## config.mk

```make
export PLATFORM = sky130hd
export DESIGN_NAME = lcd_rect_and_glyph_byte_streamer
export DESIGN_NICKNAME = d
export VERILOG_FILES = /design/src/design/lrgs_pkg.sv /design/src/design/lcd_rect_and_glyph_byte_streamer.sv /design/src/design/lrgs_front.sv /design/src/design/lrgs_queue.sv /design/src/design/lrgs_back.sv
export SDC_FILE = /design/constraint.sdc
export NUM_CORES = 1
export LEC_CHECK = 0
export ABC_AREA = 0
export BUFFER_PORTS_ARGS = -buffer_cell sky130_fd_sc_hd__buf_2
export CORE_UTILIZATION = 65
export DETAILED_ROUTE_END_ITERATION = 7
export PLACE_DENSITY = 0.9
export SLEW_MARGIN = 40
export SYNTH_ARGS = -nofsm -noshare
export SYNTH_HDL_FRONTEND = slang
export SYNTH_SLANG_ARGS = --single-unit
export TNS_END_PERCENT = 50
```

## constraint.sdc

```tcl
create_clock -name clk -period 14.1 [get_ports clk]
set_input_delay 0 -clock clk [delete_from_list [all_inputs] [get_ports clk]]
set_output_delay 0 -clock clk [all_outputs]
set_load 0.005 [all_outputs]
```

## src/design/lrgs_pkg.sv

```systemverilog
package lrgs_pkg;

  localparam int PANEL_WIDTH_DEF  = 240;
  localparam int PANEL_HEIGHT_DEF = 240;
  localparam int QUEUE_DEPTH_DEF  = 2;

  localparam logic [1:0] REQ_TICK = 2'd0;
  localparam logic [1:0] REQ_FILL = 2'd1;
  localparam logic [1:0] REQ_CHAR = 2'd2;

  localparam logic [7:0] CMD_COL_ADDR = 8'h2A;
  localparam logic [7:0] CMD_ROW_ADDR = 8'h2B;
  localparam logic [7:0] CMD_MEM_WR   = 8'h2C;

  localparam logic [2:0] CELL_LAST_ROW  = 3'd7;
  localparam logic [2:0] CELL_BLANK_COL = 3'd5;

  typedef enum logic [1:0] {
    JOB_TICK,
    JOB_FILL,
    JOB_CHAR,
    JOB_NOP
  } job_kind_t;

  typedef enum logic [3:0] {
    PH_IDLE,
    PH_CMD_X,
    PH_WIN_X,
    PH_CMD_Y,
    PH_WIN_Y,
    PH_CMD_MEM,
    PH_PIXELS
  } phase_t;

  typedef struct packed {
    logic [1:0]  req_type;
    logic [15:0] x_start;
    logic [15:0] y_start;
    logic [15:0] x_end;
    logic [15:0] y_end;
    logic [39:0] glyph_columns;
    logic [15:0] fg_color;
    logic [15:0] bg_color;
    logic [7:0]  scale;
  } in_item_t;

  typedef struct packed {
    logic       is_data;
    logic [7:0] byte_out;
    logic       burst_end;
    logic       last;
  } out_item_t;

  typedef struct packed {
    job_kind_t   kind;
    logic [15:0] x0;
    logic [15:0] x1;
    logic [15:0] y0;
    logic [15:0] y1;
    logic [15:0] fg;
    logic [15:0] bg;
    logic [39:0] glyph;
    logic [7:0]  scale;
  } job_t;

endpackage

```

## src/design/lcd_rect_and_glyph_byte_streamer.sv

```systemverilog
// Byte streamer for an RGB565 SPI panel: a fill-rectangle or draw-character
// transfer loads a job, and each later tick transfer yields one SPI byte
// (column window, row window, memory write command, then pixels, high byte
// first). One input transfer is taken every clock while the queue has room;
// each item passes through the front classification register and then the
// queue, and a tick's byte is then registered in the output register behind
// out_valid, where it is held while the output is stalled. The rate is set by
// the sequencer, which retires one queued item per clock while the output is
// not stalled. Starts that arrive while a job is running, ticks while no
// job runs, empty fills and unknown request types are dropped, no result.
module lcd_rect_and_glyph_byte_streamer #(
  parameter int PANEL_WIDTH  = lrgs_pkg::PANEL_WIDTH_DEF,
  parameter int PANEL_HEIGHT = lrgs_pkg::PANEL_HEIGHT_DEF,
  parameter int QUEUE_DEPTH  = lrgs_pkg::QUEUE_DEPTH_DEF
) (
  input  logic                clk,
  input  logic                rst_n,
  input  logic                in_valid,
  output logic                in_stall,
  input  lrgs_pkg::in_item_t  in_data,
  output logic                out_valid,
  input  logic                out_stall,
  output lrgs_pkg::out_item_t out_data
);

  logic           q_full, q_push, q_pop, q_valid;
  lrgs_pkg::job_t q_wdata, q_rdata;

  lrgs_front #(
    .PANEL_WIDTH (PANEL_WIDTH),
    .PANEL_HEIGHT(PANEL_HEIGHT)
  ) u_front (
    .clk     (clk),
    .rst_n   (rst_n),
    .in_valid(in_valid),
    .in_stall(in_stall),
    .in_data (in_data),
    .q_full  (q_full),
    .q_push  (q_push),
    .q_wdata (q_wdata)
  );

  lrgs_queue #(
    .DEPTH(QUEUE_DEPTH)
  ) u_queue (
    .clk   (clk),
    .rst_n (rst_n),
    .push  (q_push),
    .wdata (q_wdata),
    .full  (q_full),
    .pop   (q_pop),
    .rvalid(q_valid),
    .rdata (q_rdata)
  );

  lrgs_back u_back (
    .clk      (clk),
    .rst_n    (rst_n),
    .q_valid  (q_valid),
    .q_rdata  (q_rdata),
    .q_pop    (q_pop),
    .out_valid(out_valid),
    .out_stall(out_stall),
    .out_data (out_data)
  );

endmodule

```

## src/design/lrgs_front.sv

```systemverilog
module lrgs_front #(
  parameter int PANEL_WIDTH  = lrgs_pkg::PANEL_WIDTH_DEF,
  parameter int PANEL_HEIGHT = lrgs_pkg::PANEL_HEIGHT_DEF
) (
  input  logic              clk,
  input  logic              rst_n,
  input  logic              in_valid,
  output logic              in_stall,
  input  lrgs_pkg::in_item_t in_data,
  input  logic              q_full,
  output logic              q_push,
  output lrgs_pkg::job_t    q_wdata
);

  localparam logic [15:0] PW = 16'(PANEL_WIDTH);
  localparam logic [15:0] PH = 16'(PANEL_HEIGHT);

  logic           valid_r, valid_nxt;
  lrgs_pkg::job_t job_r, job_nxt;
  logic           accept;
  logic [15:0]    xe_clip, ye_clip;
  logic [7:0]     scale_eff;

  assign in_stall = valid_r && q_full;
  assign accept   = in_valid && !in_stall;
  assign q_push   = valid_r && !q_full;
  assign q_wdata  = job_r;

  assign xe_clip   = (in_data.x_end > PW) ? PW : in_data.x_end;
  assign ye_clip   = (in_data.y_end > PH) ? PH : in_data.y_end;
  assign scale_eff = (in_data.scale == 8'd0) ? 8'd1 : in_data.scale;

  always_comb begin
    job_nxt.kind  = lrgs_pkg::JOB_NOP;
    job_nxt.x0    = in_data.x_start;
    job_nxt.y0    = in_data.y_start;
    job_nxt.x1    = xe_clip - 16'd1;
    job_nxt.y1    = ye_clip - 16'd1;
    job_nxt.fg    = in_data.fg_color;
    job_nxt.bg    = in_data.bg_color;
    job_nxt.glyph = in_data.glyph_columns;
    job_nxt.scale = scale_eff;
    case (in_data.req_type)
      lrgs_pkg::REQ_TICK: begin
        job_nxt.kind = lrgs_pkg::JOB_TICK;
      end
      lrgs_pkg::REQ_FILL: begin
        if (in_data.x_start >= xe_clip || in_data.y_start >= ye_clip) begin
          job_nxt.kind = lrgs_pkg::JOB_NOP;
        end else begin
          job_nxt.kind = lrgs_pkg::JOB_FILL;
        end
      end
      lrgs_pkg::REQ_CHAR: begin
        job_nxt.kind = lrgs_pkg::JOB_CHAR;
        job_nxt.x1   = in_data.x_start + {6'd0, scale_eff, 2'b00}
                       + {7'd0, scale_eff, 1'b0} - 16'd1;
        job_nxt.y1   = in_data.y_start + {5'd0, scale_eff, 3'b000} - 16'd1;
      end
      default: begin
        job_nxt.kind = lrgs_pkg::JOB_NOP;
      end
    endcase
  end

  always_comb begin
    valid_nxt = valid_r;
    if (accept) begin
      valid_nxt = 1'b1;
    end else if (q_push) begin
      valid_nxt = 1'b0;
    end
  end

  always_ff @(posedge clk) begin
    if (!rst_n) begin
      valid_r <= 1'b0;
    end else begin
      valid_r <= valid_nxt;
    end
  end

  always_ff @(posedge clk) begin
    if (accept) begin
      job_r <= job_nxt;
    end
  end

endmodule

```

## src/design/lrgs_queue.sv

```systemverilog
module lrgs_queue #(
  parameter int DEPTH = lrgs_pkg::QUEUE_DEPTH_DEF
) (
  input  logic           clk,
  input  logic           rst_n,
  input  logic           push,
  input  lrgs_pkg::job_t wdata,
  output logic           full,
  input  logic           pop,
  output logic           rvalid,
  output lrgs_pkg::job_t rdata
);

  localparam int PTR_W = (DEPTH > 1) ? $clog2(DEPTH) : 1;
  localparam int CNT_W = $clog2(DEPTH + 1);
  localparam logic [PTR_W-1:0] PTR_LAST = PTR_W'(DEPTH - 1);
  localparam logic [CNT_W-1:0] CNT_FULL = CNT_W'(DEPTH);

  lrgs_pkg::job_t   mem_r [DEPTH];
  logic [PTR_W-1:0] wr_ptr_r, wr_ptr_nxt;
  logic [PTR_W-1:0] rd_ptr_r, rd_ptr_nxt;
  logic [CNT_W-1:0] count_r, count_nxt;
  logic             do_pop;

  assign full   = (count_r == CNT_FULL);
  assign rvalid = (count_r != '0);
  assign rdata  = mem_r[rd_ptr_r];
  assign do_pop = pop && rvalid;

  always_comb begin
    wr_ptr_nxt = wr_ptr_r;
    rd_ptr_nxt = rd_ptr_r;
    count_nxt  = count_r;
    if (push) begin
      wr_ptr_nxt = (wr_ptr_r == PTR_LAST) ? '0 : wr_ptr_r + 1'b1;
    end
    if (do_pop) begin
      rd_ptr_nxt = (rd_ptr_r == PTR_LAST) ? '0 : rd_ptr_r + 1'b1;
    end
    if (push && !do_pop) begin
      count_nxt = count_r + 1'b1;
    end else if (do_pop && !push) begin
      count_nxt = count_r - 1'b1;
    end
  end

  always_ff @(posedge clk) begin
    if (!rst_n) begin
      wr_ptr_r <= '0;
      rd_ptr_r <= '0;
      count_r  <= '0;
    end else begin
      wr_ptr_r <= wr_ptr_nxt;
      rd_ptr_r <= rd_ptr_nxt;
      count_r  <= count_nxt;
    end
  end

  always_ff @(posedge clk) begin
    if (push) begin
      mem_r[wr_ptr_r] <= wdata;
    end
  end

endmodule

```

## src/design/lrgs_back.sv

```systemverilog
module lrgs_back (
  input  logic               clk,
  input  logic               rst_n,
  input  logic               q_valid,
  input  lrgs_pkg::job_t     q_rdata,
  output logic               q_pop,
  output logic               out_valid,
  input  logic               out_stall,
  output lrgs_pkg::out_item_t out_data
);

  lrgs_pkg::phase_t    phase_r, phase_nxt;
  logic [1:0]          wcnt_r, wcnt_nxt;
  logic                low_r, low_nxt;
  logic                char_r, char_nxt;
  logic [15:0]         x0_r, x0_nxt, x1_r, x1_nxt, y0_r, y0_nxt, y1_r, y1_nxt;
  logic [15:0]         fx_r, fx_nxt, fy_r, fy_nxt;
  logic [2:0]          row_r, row_nxt, col_r, col_nxt;
  logic [7:0]          row_rep_r, row_rep_nxt, col_rep_r, col_rep_nxt;
  logic [15:0]         fg_r, fg_nxt, bg_r, bg_nxt;
  logic [39:0]         glyph_r, glyph_nxt;
  logic [7:0]          scale_r, scale_nxt;
  logic                out_valid_r, out_valid_nxt;
  lrgs_pkg::out_item_t out_r, ob;
  logic                out_free, emit, fin, char_fin, pix_on;
  logic [7:0]          col_byte;
  logic [15:0]         color, coord;

  assign out_free  = !out_valid_r || !out_stall;
  assign q_pop     = q_valid && out_free;
  assign out_valid = out_valid_r;
  assign out_data  = out_r;

  always_comb begin
    case (col_r)
      3'd0:    col_byte = glyph_r[7:0];
      3'd1:    col_byte = glyph_r[15:8];
      3'd2:    col_byte = glyph_r[23:16];
      3'd3:    col_byte = glyph_r[31:24];
      3'd4:    col_byte = glyph_r[39:32];
      default: col_byte = 8'd0;
    endcase
  end

  assign pix_on   = col_byte[row_r];
  assign color    = (!char_r || pix_on) ? fg_r : bg_r;
  assign char_fin = (row_r == lrgs_pkg::CELL_LAST_ROW) && (row_rep_r + 8'd1 == scale_r)
                    && (col_r == lrgs_pkg::CELL_BLANK_COL) && (col_rep_r + 8'd1 == scale_r);
  assign fin      = char_r ? char_fin : (fx_r == x1_r && fy_r == y1_r);
  assign coord    = (phase_r == lrgs_pkg::PH_WIN_X) ? (wcnt_r[1] ? x1_r : x0_r)
                                                    : (wcnt_r[1] ? y1_r : y0_r);

  always_comb begin
    phase_nxt   = phase_r;
    wcnt_nxt    = wcnt_r;
    low_nxt     = low_r;
    char_nxt    = char_r;
    x0_nxt      = x0_r;
    x1_nxt      = x1_r;
    y0_nxt      = y0_r;
    y1_nxt      = y1_r;
    fx_nxt      = fx_r;
    fy_nxt      = fy_r;
    row_nxt     = row_r;
    col_nxt     = col_r;
    row_rep_nxt = row_rep_r;
    col_rep_nxt = col_rep_r;
    fg_nxt      = fg_r;
    bg_nxt      = bg_r;
    glyph_nxt   = glyph_r;
    scale_nxt   = scale_r;
    emit        = 1'b0;
    ob          = '0;
    if (q_pop) begin
      unique case (q_rdata.kind) inside
        lrgs_pkg::JOB_FILL, lrgs_pkg::JOB_CHAR: begin
          if (phase_r == lrgs_pkg::PH_IDLE) begin
            x0_nxt    = q_rdata.x0;
            x1_nxt    = q_rdata.x1;
            y0_nxt    = q_rdata.y0;
            y1_nxt    = q_rdata.y1;
            fg_nxt    = q_rdata.fg;
            low_nxt   = 1'b0;
            wcnt_nxt  = 2'd0;
            phase_nxt = lrgs_pkg::PH_CMD_X;
            if (q_rdata.kind == lrgs_pkg::JOB_CHAR) begin
              char_nxt    = 1'b1;
              bg_nxt      = q_rdata.bg;
              glyph_nxt   = q_rdata.glyph;
              scale_nxt   = q_rdata.scale;
              row_nxt     = 3'd0;
              col_nxt     = 3'd0;
              row_rep_nxt = 8'd0;
              col_rep_nxt = 8'd0;
            end else begin
              char_nxt = 1'b0;
              fx_nxt   = q_rdata.x0;
              fy_nxt   = q_rdata.y0;
            end
          end
        end
        lrgs_pkg::JOB_TICK: begin
          if (phase_r != lrgs_pkg::PH_IDLE) begin
            emit = 1'b1;
            unique case (phase_r) inside
              lrgs_pkg::PH_CMD_X: begin
                ob        = '{is_data: 1'b0, byte_out: lrgs_pkg::CMD_COL_ADDR,
                              burst_end: 1'b1, last: 1'b0};
                phase_nxt = lrgs_pkg::PH_WIN_X;
                wcnt_nxt  = 2'd0;
              end
              lrgs_pkg::PH_CMD_Y: begin
                ob        = '{is_data: 1'b0, byte_out: lrgs_pkg::CMD_ROW_ADDR,
                              burst_end: 1'b1, last: 1'b0};
                phase_nxt = lrgs_pkg::PH_WIN_Y;
                wcnt_nxt  = 2'd0;
              end
              lrgs_pkg::PH_CMD_MEM: begin
                ob        = '{is_data: 1'b0, byte_out: lrgs_pkg::CMD_MEM_WR,
                              burst_end: 1'b1, last: 1'b0};
                phase_nxt = lrgs_pkg::PH_PIXELS;
                low_nxt   = 1'b0;
              end
              lrgs_pkg::PH_WIN_X, lrgs_pkg::PH_WIN_Y: begin
                ob.is_data   = 1'b1;
                ob.byte_out  = wcnt_r[0] ? coord[7:0] : coord[15:8];
                ob.burst_end = (wcnt_r == 2'd3);
                if (wcnt_r == 2'd3) begin
                  wcnt_nxt  = 2'd0;
                  phase_nxt = (phase_r == lrgs_pkg::PH_WIN_X) ? lrgs_pkg::PH_CMD_Y
                                                              : lrgs_pkg::PH_CMD_MEM;
                end else begin
                  wcnt_nxt = wcnt_r + 2'd1;
                end
              end
              lrgs_pkg::PH_PIXELS: begin
                ob.is_data = 1'b1;
                if (!low_r) begin
                  ob.byte_out = color[15:8];
                  low_nxt     = 1'b1;
                end else begin
                  ob.byte_out  = color[7:0];
                  ob.burst_end = fin;
                  ob.last      = fin;
                  low_nxt      = 1'b0;
                  if (fin) begin
                    phase_nxt   = lrgs_pkg::PH_IDLE;
                    row_nxt     = 3'd0;
                    col_nxt     = 3'd0;
                    row_rep_nxt = 8'd0;
                    col_rep_nxt = 8'd0;
                  end else if (char_r) begin
                    if (col_rep_r + 8'd1 != scale_r) begin
                      col_rep_nxt = col_rep_r + 8'd1;
                    end else begin
                      col_rep_nxt = 8'd0;
                      if (col_r != lrgs_pkg::CELL_BLANK_COL) begin
                        col_nxt = col_r + 3'd1;
                      end else begin
                        col_nxt = 3'd0;
                        if (row_rep_r + 8'd1 != scale_r) begin
                          row_rep_nxt = row_rep_r + 8'd1;
                        end else begin
                          row_rep_nxt = 8'd0;
                          row_nxt     = row_r + 3'd1;
                        end
                      end
                    end
                  end else begin
                    if (fx_r == x1_r) begin
                      fx_nxt = x0_r;
                      fy_nxt = fy_r + 16'd1;
                    end else begin
                      fx_nxt = fx_r + 16'd1;
                    end
                  end
                end
              end
              default: begin
                emit      = 1'b0;
                phase_nxt = lrgs_pkg::PH_IDLE;
              end
            endcase
          end
        end
        default: ;
      endcase
    end
    out_valid_nxt = out_free ? emit : out_valid_r;
  end

  always_ff @(posedge clk) begin
    if (!rst_n) begin
      phase_r     <= lrgs_pkg::PH_IDLE;
      wcnt_r      <= 2'd0;
      low_r       <= 1'b0;
      char_r      <= 1'b0;
      out_valid_r <= 1'b0;
    end else begin
      phase_r     <= phase_nxt;
      wcnt_r      <= wcnt_nxt;
      low_r       <= low_nxt;
      char_r      <= char_nxt;
      out_valid_r <= out_valid_nxt;
    end
  end

  always_ff @(posedge clk) begin
    x0_r      <= x0_nxt;
    x1_r      <= x1_nxt;
    y0_r      <= y0_nxt;
    y1_r      <= y1_nxt;
    fx_r      <= fx_nxt;
    fy_r      <= fy_nxt;
    row_r     <= row_nxt;
    col_r     <= col_nxt;
    row_rep_r <= row_rep_nxt;
    col_rep_r <= col_rep_nxt;
    fg_r      <= fg_nxt;
    bg_r      <= bg_nxt;
    glyph_r   <= glyph_nxt;
    scale_r   <= scale_nxt;
    if (emit) begin
      out_r <= ob;
    end
  end

endmodule

```

* Word level (Yosys, flattened, before mapping)
Memories as Yosys holds them, arrays and structs flattened. A register that Yosys moved wholly into a read port is not among the register bits.
Index checks and enable logic that the tools add are counted.
** Storage, ports and cells
- Logic and storage cells :: 258
- RAM bits :: 292
- Register bits :: 369
- Output and inout port bits :: 13
- Memories :: 1
- Input port bits :: 150
** Operators by class
- Magnitude comparators :: 5
- Equality and inequality tests :: 43
- Reduce and logical (&&, ||, !) cells :: 48
- Add/subtract/negate cells :: 18
- Muxes and demuxes :: 107
** Memory list
- u_queue.mem_r :: depth 2, width 146, rd ports 1, clocked after memory_dff 1, write ports 1, line lrgs_queue.sv:19 : lrgs_pkg::job_t mem_r [DEPTH];
** Operator list (count)
- 16-bit 2-to-1 mux :: 24
- 8-bit 2-to-1 mux :: 19
- 16-bit case mux with 2 select lines :: 2
- 16-bit by 1-bit subtractor with 16-bit output (second input constant) :: 4
- 3-bit 2-to-1 mux :: 18
- 10-bit case mux with 5 select lines :: 1
- 8-bit case mux with 5 select lines :: 1
- 16-bit by 1-bit adder with 16-bit output (second input constant) :: 2
- 16-bit equality test :: 2
- 16-bit greater-or-equal comparator :: 2
- 16-bit by 8-bit > comparator with 1-bit output (second input constant) :: 2
- 8-bit case mux with 2 select lines :: 2
- 4-bit 2-to-1 mux :: 5
- 4-bit case mux with 5 select lines :: 1
- 10-bit AND reduction :: 2
- 1-bit 2-to-1 mux :: 18
- 9-bit AND reduction :: 2
- 16-bit by 10-bit adder with 16-bit output :: 1
- 16-bit by 11-bit adder with 16-bit output :: 1
- 16-bit by 9-bit adder with 16-bit output :: 1
- 8-bit by 1-bit adder with 8-bit output (second input constant) :: 2
- 8-bit equality test :: 2
- 8-bit inequality test :: 2
- 3-bit by 2-bit inequality test with 1-bit output (second input constant) :: 5
- 41 further kinds :: 100

* Logic depth before layout (Yosys ltp)
Gate-level depths: netlist (run 1).
- Word-level depth :: 11
- Depth in mapped cells :: 17
- Depth with buffers taken out :: 17

* Hierarchy
Synthesis (run 1) repeated with hierarchy kept, for this count alone.
** Unflattened totals
- Cells, all modules :: 1887
- Area total of the unflattened synthesis :: 29064.1 um^2
** By module, submodules not included
- lrgs_queue :: cells an instance 476, times used 1, area each 10805.4 um^2, sequential area each 8868.5 um^2
- lrgs_back :: cells an instance 772, times used 1, area each 10391.2 um^2, sequential area each 6436.2 um^2
- lrgs_front :: cells an instance 639, times used 1, area each 7867.5 um^2, sequential area each 4404.2 um^2

* Worst setup path after synthesis (run 1)
OpenSTA, ideal clock, no wires.
- Path type :: flip-flop to flip-flop
- Start :: register u_queue.count_r[0]
- End :: register u_front.job_r, in the netlist u_front.q_wdata[0], enable pin
- Arrival time :: 7062 ps
- Clock period less this slack :: 7734 ps
- Required time :: 13429 ps
- Path slack :: 6366 ps
- Path buffers :: 0
- Cell stages (with the launch flop) :: 4
- Library setup time :: 671 ps
- Cell sequence :: dfxtp_1 nand2b_1 nor2_1 nor2b_1
** Between the ends
- Longest elaborated chain between the ends :: 4
** RTL lines
- from (decl) :: line lrgs_queue.sv:22 : logic [CNT_W-1:0] count_r, count_nxt;
- from (signal assigned) :: line lrgs_queue.sv:55 : count_r <= count_nxt;
- 2-bit equality test :: line lrgs_queue.sv:25 : assign full = (count_r == CNT_FULL);
- 1-bit logical AND :: line lrgs_front.sv:24 : assign in_stall = valid_r && q_full;
- via in_stall :: line lcd_rect_and_glyph_byte_streamer.sv:19 : output logic in_stall,
- 1-bit logical NOT :: line lrgs_front.sv:25 : assign accept = in_valid && !in_stall;
- 1-bit logical AND :: line lrgs_front.sv:25
- via u_front.accept :: line lrgs_front.sv:20 : logic accept;
- to (signal assigned) :: line lrgs_front.sv:85 : job_r <= job_nxt;
- to (decl) :: line lrgs_front.sv:19 : lrgs_pkg::job_t job_r, job_nxt;
The timed path passes the listed nets, and every way through them passes these cells.
A chain may end at the register's enable or synchronous reset.

==> results of run 1 <==
-- how the worst max path moves through the flow --
stage / from / to / slack [ps] / cells past startpoint
after floorplan: u_queue.count_r[0] / u_front.q_wdata[0] / 6370 / 3
after global placement: in_data[5] / u_front.q_wdata[126] / 10050 / 18
after detailed placement: in_data[5] / u_front.q_wdata[126] / 9890 / 18
after CTS: in_data[5] / u_front.q_wdata[126] / 9930 / 19
after global routing: in_data[5] / u_front.q_wdata[126] / 9700 / 19
final: in_data[5] / u_front.q_wdata[126] / 9850 / 19
-- cells by family after synthesis --
logic type / count (synthesis) / synth area share, %
xor+xnor: 124 / 4.11
compound gates: 230 / 5.09
fa+ha+maj: 112 / 5.11
simple gates: 363 / 6.23
other cells: 1 / 0.0131
mux: 194 / 8.58
flops: 661 / 68.7
buf+inv: 162 / 2.19
-- cell usage in the layout, fill, tap and decap left out, drive strengths merged, types with 18 or more instances in the layout --
master	count
mux4	24
a21oi	70
mux2	150
ha	102
nand2	82
o21ai	63
mux2i	20
nor3	23
edfxtp	647
nand3	37
and3	18
buf	182
inv	104
xnor2	42
a21o	23
xor2	76
nor2	112
dlygate4sd3	129
clkbuf	90
-- critical path: stages --
cell and delay [ps]:
dlygate4sd3_1 540, buf_2 150, nor4_1 390, a21o_1 230, inv_1 100, ha_1 300, fa_1 460, inv_1 70
ha_1 160, inv_1 60, fa_1 410, nor2b_1 120, o21ai_0 110, a21boi_0 530, o211ai_1 180, a21oi_1 200
nor3b_1 90, or4_1 470, nand3_1 110
-- synthesized netlist by cell type (9+ instances only) --
cell,number,area share (%)
clkbuf_1,45,0.59
o21ai_0,60,1.0
ha_1,102,4.4
mux4_2,17,1.3
and2_1,10,0.22
nand4_1,14,0.31
a21oi_1,69,1.2
o211ai_1,11,0.29
inv_1,104,1.4
dfxtp_1,14,0.98
and3_1,18,0.39
mux2i_1,20,0.70
nor3_1,20,0.35
or3_1,10,0.22
mux2_2,147,5.8
nand2_1,82,1.1
xor2_1,76,2.3
nor2_1,112,1.5
a21o_1,23,0.60
nor2b_1,13,0.28
fa_1,9,0.63
edfxtp_1,647,68
nand3_1,35,0.61
xnor2_1,41,1.3
nor4_1,14,0.31
-- metrics by stage --
step	hold slack, ps	std cells	utilization [%]	setup WS, ps
after CTS	4.55	2811	77.8	9930
after global placement	176	2570	69.9	10050
after global routing	61.8	2812	77.8	9700
after floorplan	98.9	1862	-	6370
final	47.0	2813	77.9	9850
after detailed placement	178	2570	69.9	9890
-- layer usage --
| layer | GRT usage, % | vias to the layer above | wire [um] |
|---|---|---|---|
| met5 | 0 | - | 0 |
| met4 | 10.2 | 0 | 1690 |
| met3 | 4.17 | 118 | 4140 |
| met2 | 47.9 | 753 | 31700 |
| met1 | 38.0 | 8351 | 25800 |
| li1 | - | 7616 | - |
-- cell type report --
class | instances | area share, %
inverter | 104 | 1.16
tap | 585 | 2.17
clock inverter | 22 | 0.561
clock buffer | 90 | 5.64
timing repair buffer | 311 | 6.80
antenna | 1 | 0.00743
sequential | 661 | 58.5
multi-input combinational | 1039 | 25.1
-- power by group through the flow --
stage | combinational (mW) | clock, mW | sequential (mW)
6_report | 1.04 | 1.70 | 2.69
5_1_grt | 1.12 | 1.78 | 2.71
4_1_cts | 1.03 | 1.70 | 2.69
3_5_place_dp | 0.986 | 0 | 2.72
3_3_place_gp | 0.949 | 0 | 2.71
2_1_floorplan | 0.734 | 0 | 2.67
==> metrics, run 1 <==
status finished clean; initial DRC count 1558; Gate power share 19.2%; CTS tree done; max FFs per register 292; setup bufs post-CTS 0; crit start category primary input; f_max 235 MHz; num ports 163; FF/Latch Area 19700 um^2; Leakage 12.3 nW; Setup crit end kind register; total gr overflow 0; antenna-violating nets left 0; Seq/Total Area, Yosys 68.7%; number of port buffers 162; CTS Hold Bufs 129; Syn Inst Count 1847; multi-input logic area 8460 um^2; design area 33700 um^2; cts repair resizes 0; clock sink total 661; DRC Markers 0; Slew Limit Headroom 40.9%; initial antenna violation count 1; start point of the worst hold path in_data[100]; Hold EP u_front.q_wdata[116]; FF-to-FF setup slack 10460 ps; Max Cap Viol 0; total CTS buffers 66; Critical Path RT 14530 ps; post-synthesis average cell area 15.5 um^2; top_reg_cell synth edfxtp_1; pins over their slew limit 0; final hold vios 0; row count 76; final period utilization 30.1%; area grow syn2layout 17.4%; crit path max fanout 4; Root Driver clkbuf_16; Detailed Routing Iterations Pass 1 6; min-delay worst type primary input to register; sequential power share 49.6%; worst-skew pair later-pin latency 580 ps; crit path DAT 4670 ps; Die Height 212 um; first-pass GRT wire length 95.2 mm; r2r endpoint u_back.out_data[8]; H-tree depth 3; via count 16800; largest net degree at the start of global routing 82; Largest Register u_queue.mem_r; GR Util All Layers 28.5%; Final setup viols 0; crit path kind primary input to register; Worst VDD drop 0.118 mV; layout cells sized above 1 21.1%; initial core utilization 66.3%; Yosys warning count 0; fill count 2305; DR WL/cell 22.5 um; PD cells 161 nW/um^2; routed wire length 63.3 mm; vias in the first global route 16800; DIE WIDTH 212 um; EDFF count, synth 647; Clock power frac 31.2%; Worst Skew 20.7 ps; die area 45000 um^2; Detailed Place HPWL 40.4 mm; minimum clock period 4250 ps; RSZ-0062 raised after global routing no; Slew @ Worst Pin 863 ps; synthesized cell area 28700 um^2; reg2reg start u_back.col_r[2]; internal cell power 3.96 mW; placed cell areas 30300 um^2; Synth cell types 80; Max clock buf depth 3; Hold Path Depth 4; routability congestion estimate 0.924; sum of negative setup slack 0 ps; core area 43300 um^2; Avg Vias per Cell 5.99; post-layout power 5.43 mW; ys async rst share 0%; sw frac 27.1%; nets@finish 2444; Synth Register Bits 661; Worst-path clk slew 60 ps; R2R depth 10; sw power 1.47 mW
No activity file was read; power rests on OpenSTA's default activity.
==> run 2: changes to the inputs <==
--- a/config.mk
+++ b/config.mk
@@ -5,11 +5,11 @@
 export SDC_FILE = /design/constraint.sdc
 export NUM_CORES = 1
 export LEC_CHECK = 0
-export ABC_AREA = 0
+export ABC_AREA = 1
 export BUFFER_PORTS_ARGS = -buffer_cell sky130_fd_sc_hd__buf_2
-export CORE_UTILIZATION = 65
+export CORE_UTILIZATION = 55
 export DETAILED_ROUTE_END_ITERATION = 7
-export PLACE_DENSITY = 0.9
+export PLACE_DENSITY = 0.82
 export SLEW_MARGIN = 40
 export SYNTH_ARGS = -nofsm -noshare
 export SYNTH_HDL_FRONTEND = slang
==> constraint.sdc (replaced) <==
create_clock -name clk -period 3.6 [get_ports clk]
set_input_delay 0 -clock clk [delete_from_list [all_inputs] [get_ports clk]]
set_output_delay 0 -clock clk [all_outputs]
set_load 0.005 [all_outputs]
==> run 2 against run 1 <==
Worst hold slack gained 4.3 ps. Synthesized cell count grew 26%. Combinational power grew to 5.4 times the previous value. Clock skew grew 15 ps. Design area grew 2.8%. Wire length grew 9.1%. Non-clock buffer count grew 18. Sequential power grew to 4.1 times the previous value. Area after synthesis grew 1.6%. Clock-buffer cell count shrank 8. Critical path type unchanged. Critical endpoint is now u_front.q_wdata[124]. Largest cell class unchanged. Largest power group unchanged.
==> metrics, run 2 <==
Slew @ Worst Pin 812 ps (was 863 ps); ys async rst share 0% (unchanged); Synth Register Bits 661 (unchanged); critical path's largest stage delay 540 ps (about the same); largest net degree at the start of global routing 147 (was 82); Detailed Routing Iterations Pass 1 8 (was 6); num ports 163 (unchanged); DR WL/cell 20.2 um (was 22.5 um); Critical Path RT 3950 ps (was 14530 ps); Clock power frac 29.7% (was 31.2%); sw frac 31.2% (was 27.1%); crit path kind primary input to register (unchanged); synthesized cell area 29200 um^2 (was 28700 um^2); crit start category primary input (unchanged); Avg Vias per Cell 5.64 (was 5.99); H-tree depth 3 (unchanged); total gr overflow 0 (unchanged); Max clock buf depth 3 (unchanged); vias in the first global route 19200 (was 16800); crit path max fanout 3 (was 4); Final setup viols 0 (unchanged); sum of negative setup slack 0 ps (unchanged); total CTS buffers 68 (was 66); DRC Markers 0 (unchanged); sequential power share 46.5% (was 49.6%); Worst Skew 35.6 ps (was 20.7 ps); Worst-path clk slew 60 ps (about the same); number of port buffers 162 (unchanged); layout cells sized above 1 18.0% (was 21.1%); via count 19300 (was 16800); Max Cap Viol 0 (unchanged); Gate power share 23.7% (was 19.2%); antenna-violating nets left 0 (unchanged); status finished clean (unchanged); Final Core Density 66.0% (was 77.9%); Detailed Place HPWL 44.3 mm (was 40.4 mm); pins over their slew limit 0 (unchanged); area grow syn2layout 18.8% (was 17.4%); minimum clock period 3440 ps; initial DRC count 2007 (was 1558); crit-path leading delay family adder cells (unchanged); routability congestion estimate 0.918 (was 0.924); f_max 291 MHz; EDFF count, synth 647 (unchanged); crit path DAT 3790 ps (was 4670 ps); GR Util All Layers 25.6% (was 28.5%); count leader, synth edfxtp_1 (unchanged); Slew Limit Headroom 45.9% (was 40.9%); most frequent cells in the layout edfxtp_1, nand2_1, inv_1, nor2_1, buf_2 (was edfxtp_1, buf_2, mux2_2, dlygate4sd3_1, nor2_1); clock sink total 661 (unchanged); worst path cell trace dlygate4sd3_1 -> buf_2 -> inv_2 -> nand4_1 -> nor4_2 -> nor2_2 -> ha_1 -> fa_1 -> inv_1 -> ha_2 -> inv_1 -> fa_2 -> or2_4 -> nand2_2 -> nand2_1 -> nand2_2 -> a31oi_2 -> o21ai_1 -> a21oi_1 -> o21ai_1 -> nand2_1 (was dlygate4sd3_1 -> buf_2 -> nor4_1 -> a21o_1 -> inv_1 -> ha_1 -> fa_1 -> inv_1 -> ha_1 -> inv_1 -> fa_1 -> nor2b_1 -> o21ai_0 -> a21boi_0 -> o211ai_1 -> a21oi_1 -> nor3b_1 -> or4_1 -> nand3_1); DIE WIDTH 232 um (was 212 um); Worst VDD drop 0.400 mV (was 0.118 mV); row count 84 (was 76); post-synthesis average cell area 12.6 um^2 (was 15.5 um^2); CTS tree done (unchanged); post-layout power 23.8 mW (was 5.43 mW); core area 52400 um^2 (was 43300 um^2); Die Height 232 um (was 212 um); final hold vios 0 (unchanged); ranking of synthesized cells by area edfxtp_1, mux2_2, nand2_1 (was edfxtp_1, mux2_2, ha_1); max FFs per register 292 (unchanged); routed wire length 69.0 mm (was 63.3 mm); final period utilization 95.5%; Antenna diodes 0 (was 1); FF-to-FF setup slack 560 ps (was 10460 ps); Synth cell types 56 (was 80); Leakage 13.5 nW (was 12.3 nW); internal cell power 16.4 mW (was 3.96 mW); nets@finish 2935 (was 2444); Slowest-stage cell, CP dlygate4sd3_1 (unchanged); top_reg_cell synth edfxtp_1 (unchanged); hold slack 51.3 ps (was 47.0 ps); worst-skew pair later-pin latency 630 ps (was 580 ps); initial core utilization 55.6% (was 66.3%); Largest Register u_queue.mem_r (unchanged); WP buf/inv 5 (unchanged); Syn Inst Count 2319 (was 1847); Seq/Total Area, Yosys 67.6% (was 68.7%); dpl cells 3152 (was 2570); most instantiated cells after synthesis edfxtp_1, nand2_1, inv_1 (was edfxtp_1, mux2_2, nor2_1); initial antenna violation count 0 (was 1); Setup crit end kind register (unchanged); PD cells 687 nW/um^2 (was 161 nW/um^2); sw power 7.44 mW (was 1.47 mW); Yosys top cell area share 66.6% (was 67.7%); most common cell after layout, fill and taps aside edfxtp_1 (unchanged); area leader, netlist edfxtp_1 (unchanged); fin cells 3416 (was 2813); min-delay worst type primary input to register (unchanged); Root Driver clkbuf_16 (unchanged); first-pass GRT wire length 105 mm (was 95.2 mm); Yosys warning count 0 (unchanged); die area 53900 um^2 (was 45000 um^2)
==> run 2: power groups by stage <==
stage | Sequential [mW] | Combinational, mW | Clock [mW]
after floorplan | 10.9 | 3.85 | 0
after global placement | 11.1 | 5.17 | 0
after detailed placement | 11.2 | 5.35 | 0
after CTS | 11.0 | 5.53 | 7.11
after global routing | 11.2 | 6.16 | 7.42
final | 11.1 | 5.65 | 7.08
==> run 2: routing by layer <==
metal	vias to the layer above	GRT usage (%)	wire, um
met5	-	0	0
met4	0	12.4	2980
met3	190	4.05	5070
met2	976	43.0	33800
met1	9235	32.4	27100
li1	8869	-	-
==> run 2: cells by family after synthesis <==
| kind of cell | share of synthesized area [%] |
|---|---|
| and+or+nand+nor | 10.6 |
| muxes | 5.28 |
| adders and majority gates | 4.99 |
| xor gates and xnor gates | 1.44 |
| buffers and inverters | 4.56 |
| other | 0.0129 |
| AOI/OAI and AO/OA | 5.54 |
| DFF | 67.6 |
==> run 2: path summary, 6_finish.rpt <==
check / to / from / cells past startpoint
max: u_front.q_wdata[124] / in_data[4] / 21
min: u_front.q_wdata[114] / in_data[98] / 4
max reg2reg: u_back.out_data[8] / u_back.col_r[0] / 17
min reg2reg: u_queue.mem_r[0][69] / u_front.q_wdata[69] / 0
==> run 2: tightest hold or removal path: stages <==
cell and delay [ps]:
buf_2 120, nand2_1 100, or2_2 120, a21oi_1 120
==> run 2: layout make-up <==
type	count	area, um^2
fillers	3472	17800
inverters	286	1080
multi-input cells	1328	8260
clock inverters	42	464
repair buffers	329	2480
well taps	688	861
clock buffers	82	1780
flip-flops and latches	661	19700
==> run 2: what timing repair did <==
action / in CTS / in global routing
setup endpoints to repair: 0 / 4
setup buffers: 0 / 3
hold endpoints to repair: 153 / 0
hold buffers: 136 / 0
resized for setup: 0 / 15
==> run 2: stage by stage <==
stage | setup WS (ps) | area (um^2)
floorplan | -1350 | 29300
global placement | 51.4 | 31000
detailed placement | -75.2 | 31000
CTS | 26.1 | 34600
global route | -72.0 | 34600
finish | 161 | 34600
==> run 3: changes to the inputs <==
--- a/config.mk
+++ b/config.mk
@@ -5,11 +5,11 @@
 export SDC_FILE = /design/constraint.sdc
 export NUM_CORES = 1
 export LEC_CHECK = 0
-export ABC_AREA = 1
 export BUFFER_PORTS_ARGS = -buffer_cell sky130_fd_sc_hd__buf_2
 export CORE_UTILIZATION = 55
 export DETAILED_ROUTE_END_ITERATION = 7
 export PLACE_DENSITY = 0.82
+export SETUP_SLACK_MARGIN = 0.5
 export SLEW_MARGIN = 40
 export SYNTH_ARGS = -nofsm -noshare
 export SYNTH_HDL_FRONTEND = slang
==> run 3 against run 2 <==
Clock power rose by 4.0%. Wire length fell by 11%. Non-clock buffer count rose by 20. Core utilization rose by 1.1 points. Via count fell by 13%. Design area fell by 0.33%. Total power fell by 7.3%. Register-to-register slack barely moved. Worst setup slack improved by 300 ps. Die area fell by 1.6%. Final cell count fell by 14%. Critical path type unchanged. Critical endpoint is now u_front.q_wdata[126].
==> metrics, run 3 (synthesis results as in run 1) <==
status finished clean (unchanged); DR WL/cell 20.8 um (was 20.2 um); initial core utilization 55.8% (was 55.6%); total CTS buffers 68 (unchanged); CTS tree done (unchanged); antenna-violating nets left 0 (unchanged); FF-to-FF setup slack 560 ps (about the same); initial antenna violation count 0 (unchanged); fin cells 2954 (was 3416); num ports 163 (unchanged); Detailed Place HPWL 39.5 mm (was 44.3 mm); DIE WIDTH 230 um (was 232 um); initial DRC count 1408 (was 2007); layout cells sized above 1 23.4% (was 18.0%); total gr overflow 0 (unchanged); Slew Limit Headroom 43.7% (was 45.9%); Largest Register u_queue.mem_r (unchanged); Slew @ Worst Pin 844 ps (was 812 ps); Max Cap Viol 0 (unchanged); Critical Path RT 4080 ps (was 3950 ps); design area 34500 um^2 (was 34600 um^2); most frequent cells in the layout edfxtp_1, buf_2, mux2_2, dlygate4sd3_1, nor2_1 (was edfxtp_1, nand2_1, inv_1, nor2_1, buf_2); Worst-path clk slew 70 ps (was 60 ps); reg2reg start u_back.col_r[0] (unchanged); Avg Vias per Cell 5.67 (was 5.64); crit path max fanout 3 (unchanged); largest net degree at the start of global routing 115 (was 147); GR Util All Layers 23.4% (was 25.6%); min-delay worst type primary input to register (unchanged); dpl cells 2688 (was 3152); r2r endpoint u_back.out_data[7] (was u_back.out_data[8]); row count 83 (was 84); Final setup viols 0 (unchanged); post-layout power 22.1 mW (was 23.8 mW); die area 53100 um^2 (was 53900 um^2); crit path kind primary input to register (unchanged); crit path DAT 3620 ps (was 3790 ps); crit start category primary input (unchanged); nets@finish 2484 (was 2935); max FFs per register 292 (unchanged); final hold vios 0 (unchanged); most common cell after layout, fill and taps aside edfxtp_1 (unchanged); H-tree depth 3 (unchanged); Antenna diodes 0 (unchanged); minimum clock period 3140 ps (was 3440 ps); clock sink total 661 (unchanged); placed cell areas 30700 um^2 (was 31000 um^2); first-pass GRT wire length 94.5 mm (was 105 mm); Max clock buf depth 3 (unchanged); DRC Markers 0 (unchanged); Root Driver clkbuf_16 (unchanged); R2R depth 11 (was 17); core area 51400 um^2 (was 52400 um^2); number of port buffers 162 (unchanged); Worst VDD drop 0.396 mV (was 0.400 mV); f_max 319 MHz (was 291 MHz); Setup crit end kind register (unchanged); Hold Path Depth 5 (was 4); vias in the first global route 17100 (was 19200); pins over their slew limit 0 (unchanged); Die Height 230 um (was 232 um); hold slack 69.9 ps (was 51.3 ps); area grow syn2layout 20.3% (was 18.8%); worst-skew pair later-pin latency 610 ps (was 630 ps); start point of the worst hold path in_data[99] (was in_data[98]); Final Core Density 67.2% (was 66.0%); via count 16800 (was 19300); PD cells 639 nW/um^2 (was 687 nW/um^2); final period utilization 87.2% (was 95.5%); routed wire length 61.3 mm (was 69.0 mm); RSZ-0062 raised after global routing yes; Worst Skew 27.2 ps (was 35.6 ps); Hold EP u_front.q_wdata[115] (was u_front.q_wdata[114]); routability congestion estimate 0.925 (was 0.918); Detailed Routing Iterations Pass 1 5 (was 8); Leakage 12.7 nW (was 13.5 nW)
-- run 3: metrics by stage --
stage | TNS (ps) | setup slack [ps]
after floorplan | -24800 | -383
after global placement | -284 | -241
after detailed placement | -541 | -355
after CTS | 0 | 515
after global routing | 0 | 294
final | 0 | 461
-- run 3: final cells by class --
class | instances | area, um^2
timing repair buffer | 349 | 2620
tap | 680 | 851
clock buffer | 84 | 1860
multi-input combinational | 1039 | 8590
clock inverter | 37 | 498
inverter | 104 | 390
fill | 3327 | 16900
sequential | 661 | 19700
-- run 3: repair_timing --
action,4_1_cts,5_1_grt
resized for setup,4,12
hold buffers,137,0
pin swaps,3,6
setup endpoints to repair,15,10
buffers inserted,3,5
endpoints found under the hold margin,151,0
-- run 3: how the worst max path moves through the flow --
stage	start	end	slack [ps]
final	in_data[7]	u_front.q_wdata[126]	460
after global routing	in_data[7]	u_front.q_wdata[126]	290
after CTS	in_data[5]	u_front.q_wdata[126]	520
after detailed placement	in_data[5]	u_front.q_wdata[126]	-350
after global placement	in_data[5]	u_front.q_wdata[126]	-240
after floorplan	register	u_back.bg_r[0]	-380
-- run 3: worst max-delay path, cell delays in order --
cell	delay, ps
buf_2	110
nor4_2	290
a21o_1	230
inv_1	100
ha_1	310
fa_1	450
inv_1	60
ha_1	170
inv_1	70
fa_2	360
nor2b_1	120
o21ai_1	90
a21boi_2	220
o211ai_1	170
a21oi_2	190
nor3b_2	70
or4_1	490
nand3_1	100
-- run 3: per-layer routing --
metal	GRT usage [%]	wire, um
met5	0	0
met4	9.19	2030
met3	3.41	3720
met2	38.9	30000
met1	31.1	25500
-- run 3: power by group --
group,internal (mW),total (mW),switching [mW]
combinational,1.84,4.27,2.43
sequential,9.88,10.4,0.554
clock,4.47,7.36,2.88
